`src/sv/rcc_pkg.sv`:
```
// rcc_pkg: types, colour codes, register indexes and pattern table
// for the rgb colour classifier; no dependencies
package rcc_pkg;

   typedef logic [2:0] colour_type;
   typedef logic [1:0] csr_addr_type;
   typedef logic [6:0] pct_type;

   // colour codes
   localparam colour_type COLOUR_NONE   = 3'd0;
   localparam colour_type COLOUR_YELLOW = 3'd1;
   localparam colour_type COLOUR_GREEN  = 3'd2;
   localparam colour_type COLOUR_BLUE   = 3'd3;
   localparam colour_type COLOUR_ORANGE = 3'd4;
   localparam colour_type COLOUR_PURPLE = 3'd5;

   // register indexes
   localparam csr_addr_type CSR_TOLERANCE = 2'd0;
   localparam csr_addr_type CSR_LUM_LOW   = 2'd1;
   localparam csr_addr_type CSR_LUM_HIGH  = 2'd2;

   // register widths and reset values
   localparam int TOL_W  = 6;
   localparam int LUM_W  = 16;
   localparam int CSR_W  = 16;
   localparam logic [TOL_W-1:0] TOL_RESET      = 6'd10;
   localparam logic [LUM_W-1:0] LUM_LOW_RESET  = 16'd5177;
   localparam logic [LUM_W-1:0] LUM_HIGH_RESET = 16'd9109;

   // luminance weights, q16, summing to 65536
   localparam logic [15:0] LUM_WR = 16'd13933;
   localparam logic [15:0] LUM_WG = 16'd46871;
   localparam logic [15:0] LUM_WB = 16'd4732;

   localparam pct_type PCT_FULL = 7'd100;

   // reference patterns in priority order, percent of the largest channel (r, g, b)
   localparam int NUM_PATTERNS = 5;
   localparam int NUM_CHANNELS = 3;
   localparam int PAT_PURPLE   = 4;
   localparam pct_type PAT_TABLE [NUM_PATTERNS][NUM_CHANNELS] = '{
      '{7'd100, 7'd56,  7'd27},
      '{7'd44,  7'd100, 7'd49},
      '{7'd66,  7'd88,  7'd100},
      '{7'd100, 7'd15,  7'd14},
      '{7'd100, 7'd30,  7'd30}
   };
   localparam colour_type PAT_CODE [NUM_PATTERNS] = '{
      COLOUR_YELLOW, COLOUR_GREEN, COLOUR_BLUE, COLOUR_ORANGE, COLOUR_PURPLE
   };

endpackage

```
`src/sv/rgb_colour_classifier.sv`:
```
// rgb_colour_classifier: classifies rgb sensor samples against five colour patterns
// depends on rcc_pkg
// an accepted item passes through the input, product and result registers before its result is valid
// throughput: one item per cycle while results are taken; each stage holds one item and moves on when the next is free
// items with sample_ok low are dropped at the input and give no result
// reset (synchronous, active high): pipeline empty, last colour none, registers at defaults
module rgb_colour_classifier #(
   parameter int SAMPLE_BITS = 16
) (
   input  logic                       clock,
   input  logic                       reset,
   // input item
   input  logic                       req_tvalid,
   output logic                       req_tready,
   input  logic [47:0]                req_tdata,   // red_level, green_level, blue_level
   input  logic                       req_tuser,   // sample_ok
   // result item
   output logic                       rsp_tvalid,
   input  logic                       rsp_tready,
   output logic [7:0]                 rsp_tdata,   // colour_code, colour_changed, zero pad
   // register writes
   input  logic                       csr_we,
   input  rcc_pkg::csr_addr_type      csr_addr,
   input  logic [rcc_pkg::CSR_W-1:0]  csr_wdata
);
   import rcc_pkg::*;

   localparam int SB    = SAMPLE_BITS;
   localparam int SCL_W = SB + 7;    // 100 * channel
   localparam int TM_W  = SB + 6;    // tolerance * max
   localparam int CMP_W = SB + 8;    // compare width, holds sums of the above
   localparam int SUM_W = SB + 16;   // weighted luminance sum

   // configuration registers
   logic [TOL_W-1:0] tol_ff;
   logic [LUM_W-1:0] lum_low_ff, lum_high_ff;

   always_ff @(posedge clock) begin
      if (reset) begin
         tol_ff      <= TOL_RESET;
         lum_low_ff  <= LUM_LOW_RESET;
         lum_high_ff <= LUM_HIGH_RESET;
      end else if (csr_we) begin
         unique case (csr_addr)
            CSR_TOLERANCE: tol_ff      <= csr_wdata[TOL_W-1:0];
            CSR_LUM_LOW:   lum_low_ff  <= csr_wdata[LUM_W-1:0];
            CSR_LUM_HIGH:  lum_high_ff <= csr_wdata[LUM_W-1:0];
            default: ;
         endcase
      end
   end

   // stage handshake: a stage loads when it is empty or its item moves on
   logic s1_valid_ff, s2_valid_ff, rsp_valid_ff;
   logic out_rdy, s2_rdy, s1_rdy;

   assign out_rdy    = !rsp_valid_ff || rsp_tready;
   assign s2_rdy     = !s2_valid_ff || out_rdy;
   assign s1_rdy     = !s1_valid_ff || s2_rdy;
   assign req_tready = s1_rdy;

   always_ff @(posedge clock) begin
      if (reset) begin
         s1_valid_ff  <= 1'b0;
         s2_valid_ff  <= 1'b0;
         rsp_valid_ff <= 1'b0;
      end else begin
         if (s1_rdy)  s1_valid_ff  <= req_tvalid && req_tuser;
         if (s2_rdy)  s2_valid_ff  <= s1_valid_ff;
         if (out_rdy) rsp_valid_ff <= s2_valid_ff;
      end
   end

   // input register, low sample bits of each channel
   logic [SB-1:0] s1_ch_ff [NUM_CHANNELS];

   always_ff @(posedge clock) begin
      if (s1_rdy) begin
         s1_ch_ff[0] <= req_tdata[SB-1:0];
         s1_ch_ff[1] <= req_tdata[16+SB-1:16];
         s1_ch_ff[2] <= req_tdata[32+SB-1:32];
      end
   end

   // max channel, tolerance times max, scaled channels and luminance
   logic [SB-1:0]    mx_in;
   logic [TM_W-1:0]  tol_mx_in;
   logic [SCL_W-1:0] scl_in [NUM_CHANNELS];
   logic [SUM_W-1:0] lum_sum;
   logic [LUM_W-1:0] lum_in;

   always_comb begin
      mx_in = s1_ch_ff[0];
      if (s1_ch_ff[1] > mx_in) mx_in = s1_ch_ff[1];
      if (s1_ch_ff[2] > mx_in) mx_in = s1_ch_ff[2];
      tol_mx_in = TM_W'(mx_in) * TM_W'(tol_ff);
      for (int c = 0; c < NUM_CHANNELS; c++) begin
         scl_in[c] = SCL_W'(s1_ch_ff[c]) * SCL_W'(PCT_FULL);
      end
      lum_sum = SUM_W'(s1_ch_ff[0]) * SUM_W'(LUM_WR)
              + SUM_W'(s1_ch_ff[1]) * SUM_W'(LUM_WG)
              + SUM_W'(s1_ch_ff[2]) * SUM_W'(LUM_WB);
      lum_in = lum_sum[SUM_W-1:SB];
   end

   logic [SB-1:0]    s2_mx_ff;
   logic [TM_W-1:0]  s2_tol_mx_ff;
   logic [SCL_W-1:0] s2_scl_ff [NUM_CHANNELS];
   logic [LUM_W-1:0] s2_lum_ff;

   always_ff @(posedge clock) begin
      if (s2_rdy) begin
         s2_mx_ff     <= mx_in;
         s2_tol_mx_ff <= tol_mx_in;
         s2_scl_ff    <= scl_in;
         s2_lum_ff    <= lum_in;
      end
   end

   // pattern tests: (e-tol)*max <= 100*ch <= (e+tol)*max, rearranged to stay unsigned
   logic [NUM_PATTERNS-1:0] pat_hit;
   logic [CMP_W-1:0]        exp_mx, scl_w, tm_w;
   logic                    lum_ok;
   colour_type              code_in;
   logic                    changed_in;
   colour_type              last_colour_ff;

   always_comb begin
      exp_mx = '0;
      scl_w  = '0;
      tm_w   = CMP_W'(s2_tol_mx_ff);
      for (int k = 0; k < NUM_PATTERNS; k++) begin
         pat_hit[k] = 1'b1;
         for (int c = 0; c < NUM_CHANNELS; c++) begin
            exp_mx = CMP_W'(s2_mx_ff) * CMP_W'(PAT_TABLE[k][c]);
            scl_w  = CMP_W'(s2_scl_ff[c]);
            if (scl_w + tm_w < exp_mx || scl_w > exp_mx + tm_w) pat_hit[k] = 1'b0;
         end
      end
      lum_ok = (s2_lum_ff >= lum_low_ff) && (s2_lum_ff <= lum_high_ff);

      // priority order, all-zero sample is none
      priority if (s2_mx_ff == '0)                 code_in = COLOUR_NONE;
      else if (pat_hit[0])                         code_in = PAT_CODE[0];
      else if (pat_hit[1])                         code_in = PAT_CODE[1];
      else if (pat_hit[2])                         code_in = PAT_CODE[2];
      else if (pat_hit[3])                         code_in = PAT_CODE[3];
      else if (pat_hit[PAT_PURPLE] && lum_ok)      code_in = PAT_CODE[PAT_PURPLE];
      else                                         code_in = COLOUR_NONE;

      changed_in = (code_in != last_colour_ff);
   end

   // result register and last colour
   colour_type rsp_code_ff;
   logic       rsp_changed_ff;

   always_ff @(posedge clock) begin
      if (reset) begin
         last_colour_ff <= COLOUR_NONE;
      end else if (out_rdy && s2_valid_ff) begin
         last_colour_ff <= code_in;
      end
   end

   always_ff @(posedge clock) begin
      if (out_rdy) begin
         rsp_code_ff    <= code_in;
         rsp_changed_ff <= changed_in;
      end
   end

   assign rsp_tvalid = rsp_valid_ff;
   assign rsp_tdata  = {4'b0000, rsp_changed_ff, rsp_code_ff};

endmodule

```
`config.mk`:
```
export PLATFORM = sky130hd
export DESIGN_NAME = rgb_colour_classifier
export DESIGN_NICKNAME = d
export VERILOG_FILES = /design/src/sv/rcc_pkg.sv /design/src/sv/rgb_colour_classifier.sv
export SDC_FILE = /design/constraint.sdc
export NUM_CORES = 2
export LEC_CHECK = 0
export ABC_AREA = 1
export ABC_CLOCK_PERIOD_IN_PS = 8600
export BUFFER_PORTS_ARGS = -buffer_cell sky130_fd_sc_hd__buf_4
export CAP_MARGIN = 0
export CORE_MARGIN = 5
export CORE_UTILIZATION = 36
export DETAILED_ROUTE_END_ITERATION = 7
export PLACE_DENSITY_LB_ADDON = 0.1
export SYNTH_ARGS = -nofsm -noshare
export SYNTH_HDL_FRONTEND = slang
export SYNTH_SLANG_ARGS = --single-unit
export TNS_END_PERCENT = 30
```
`constraint.sdc`:
```
create_clock -name clock -period 8.6 [get_ports clock]
set_input_delay 1.29 -clock clock [delete_from_list [all_inputs] [get_ports clock]]
set_output_delay 1.29 -clock clock [all_outputs]
set_load 0.01 [all_outputs]
```
==> metrics.csv <==
stage,metric,value,unit
logic_synthesis,number of flops mapped to enable cells by yosys,169,
die,Die Span X,415.1,um
logic_synthesis,Synth area leader,ha_1,
timing,fmax,0.1154,GHz
detailed_routing,Pre-antenna DRT Iters,5,
global_routing,largest net degree at the start of global routing,63,
worst_setup_path,CP Data Required Time,8940,ps
cts,CTS buffer count,29,
logic_synthesis,warnings from Yosys,0,
timing,Worst Clk Skew,31.18,ps
timing,minimum clock period after layout,8662,ps
timing,period utilization,100.7,%
cts,CTS Buffer Depth,3,
detailed_routing,DRC,0,
worst_setup_path,WP data arrival,9000,ps
worst_setup_path,CP most frequent cell,fa_1,
die,Die Area,172300,um2
logic_synthesis,sequential cell area fraction in the yosys report,10.08,%
die,die height,415.1,um
detailed_routing,antenna-violating nets left,0,
logic_synthesis,Yosys top cell area share,31.17,%
global_routing,total overflow reported by the global router,0,
logic_synthesis,synthesized flop and latch total,213,
die,# rows,148,
timing,PnR worst setup slack,-62.49,ps
cts,Max H-tree Level,1,
run,Max-Cap Viols,0,
detailed_routing,WL/cell,23.13,um
timing,final slew viol count,0,
logic_synthesis,syn avg cell area,8.263,um2
layout,Final #Nets,10083,
worst_setup_path,Max Fanout on Critical Path,4,
die,core area,163000,um2
worst_setup_path,class of the most critical setup path,flop to flop,
global_routing,vias in the first global route,54139,
cts,TritonCTS clock tree,built,
global_routing,gr usage total,26.90,%
global_routing,initial antenna violation count,5,
cts,Worst-Skew Late Latency,610,ps
detailed_routing,Via density,5.113,
cts,root buffer cell,clkbuf_16,
logic_synthesis,Yosys cell types,70,
global_routing,first-pass GRT wire length,346.2,mm
die,Ports,82,
layout,Synth-to-Final Area Change,18.33,%
logic_synthesis,Post-Synthesis Cell Area,59080,um2
detailed_routing,via count,52243,
timing,Setup TNS Final,-248.2,ps
detailed_routing,"wirelength, routed",236.3,mm
placement,Final GP Congestion,0.9500,
worst_setup_path,R2R cell count,37,
timing,final hold vios,0,
min_path,WHS Path Cells,2,
status,failing checks,negative setup slack,
worst_setup_path,R2R Setup Slk,-60,ps
timing,worst slew pin tran,1147,ps
cts,clock sinks,213,
detailed_routing,initial DRC count,2801,
logic_synthesis,"Primary FF master, synth",edfxtp_1,
timing,Worst slew margin,22.97,%
placement,HPWL Detailed,206.0,mm
min_path,worst min path class,flop to flop,
placement,# port buffers,77,
layout,share of layout cells above drive strength 1,13.70,%
worst_setup_path,"slowest stage delay, CP",540,ps
logic_synthesis,Async SR Flop Fraction,0,%
status,status,finished with violations,
timing,final setup vio count,6,
die,initial core utilization,36.26,%
worst_setup_path,CP Launch Type,flop,
worst_setup_path,highest-delay cell along the critical path,fa_1,
cts,CTS Hold Bufs,0,
logic_synthesis,Area contributors post-synth,"ha_1 (31%), fa_1 (18%), inv_1 (8.9%), edfxtp_1 (8.6%), nand2_1 (6.4%)",
worst_setup_path,Worst setup EP type,flop,
logic_synthesis,Cells after Synth,7150,
timing,RSZ-0062 raised after global routing,true,
cts,Clock transition at path regs,70,ps
[through the flow]
stage | util, % | worst slack, ps | hold slack (ps) | std cells | cell area (um2)
floorplan | - | 139.7 | 434.8 | 7153 | 59090
global placement | 41.85 | -476.7 | 450.4 | 10138 | 68200
detailed placement | 41.85 | -418.2 | 456.7 | 10138 | 68200
CTS | 42.78 | -59.72 | 465.2 | 10211 | 69710
global route | 42.90 | -343.8 | 484.0 | 10214 | 69900
finish | 42.90 | -62.49 | 462.4 | 10217 | 69910
[cells in the mapped netlist, drive strengths merged (3+ instances only)]
cell	number
nand3	200
fa	522
xnor2	151
or2	11
nor2	266
a21o	39
a211oi	24
edfxtp	169
o221ai	9
a22oi	3
inv	1418
ha	1472
o21bai	46
a21boi	30
a31oi	39
o2111ai	13
o211ai	41
o311ai	4
o21a	22
dfxtp	44
a21oi	760
a31o	3
nand4	88
nand2	1020
nor4	18
nor3	77
and2	6
nand3b	9
a221oi	6
o31ai	12
clkbuf	15
o21ai	288
xor2	296
buf	14
[layer usage]
metal	routed length (um)	up-vias	share of wire, %	GRT usage [%]
met5	0	-	0	0
met4	14350	0	6.1	12.92
met1	95970	25190	41	31.94
met3	7842	346	3.3	1.592
met2	118100	1074	50	49.33
li1	-	25633	-	-
[worst paths after layout]
check / start / to
max: s1_ch_ff[0][35]$_DFFE_PP_ / s2_lum_ff[7]$_DFFE_PP_
min: lum_low_ff[8]$_SDFFE_PP0P_ / lum_low_ff[8]$_SDFFE_PP0P_
max reg2reg: s1_ch_ff[0][35]$_DFFE_PP_ / s2_lum_ff[7]$_DFFE_PP_
min reg2reg: lum_low_ff[8]$_SDFFE_PP0P_ / lum_low_ff[8]$_SDFFE_PP0P_
[final cells by class]
class / instances / area (um2)
multi-input combinational: 5492 / 48240
inverter: 1419 / 5329
clock buffer: 38 / 820.8
tap: 2175 / 2721
fill: 16744 / 93050
antenna: 3 / 7.507
clock inverter: 15 / 127.6
timing repair buffer: 862 / 6711
sequential: 213 / 5956
[worst max-delay path: cells and delay by family, from the launching register on]
| kind | cells | cell delay, ps |
|---|---|---|
| adder cells (fa/ha/maj) | 13 | 5430 |
| buffers and inverters | 10 | 890 |
| AO/OA/AOI/OAI | 6 | 860 |
| AND/OR/NAND/NOR | 6 | 530 |
| flip-flops | 1 | 460 |
| XOR/XNOR | 2 | 190 |
[cells in the final DEF, fill, tap and decap left out, types with 38 or more instances in the layout]
cell type     n
nand4_1      87
o21bai_1     41
ha_1       1453
inv_1      1393
nand3_1     193
o211ai_1     41
nand2_1     997
edfxtp_1    169
o21ai_1      50
fa_1        519
buf_4       840
dfxtp_1      44
nor3_1       69
xor2_1      288
nor2_1      255
o21ai_0     213
xnor2_1     147
a31oi_1      38
a21oi_1     738
[cell families (layout without fill, tap and decap cells)]
logic type	count (synthesis)	count (layout)	synth area share (%)
flip-flops	213	213	10.08
adder cells (fa/ha/maj)	1994	1994	48.86
AND/OR/NAND/NOR	1699	1699	12.19
XOR/XNOR	447	447	6.665
AO/OA/AOI/OAI	1348	1348	12.96
buffers and inverters	1448	2334	9.240
other	1	7	0.006347
[flip-flops by register name (all words and copies together) (netlist names), 3 cells and up]
signal	count
s2_scl_ff	63
s1_ch_ff	48
s2_tol_mx_ff	22
lum_high_ff	16
lum_low_ff	16
s2_lum_ff	16
s2_mx_ff	16
tol_ff	6
last_colour_ff	3
rsp_code_ff	3
[repair_timing]
item	CTS	global route
endpoints found under the setup margin	15	26
pin swaps	80	36
setup buffers	20	3
gates resized for setup	79	43
Power is not shown: default switching activity piles up to over one toggle a cycle in this logic, so the estimate is an artifact.
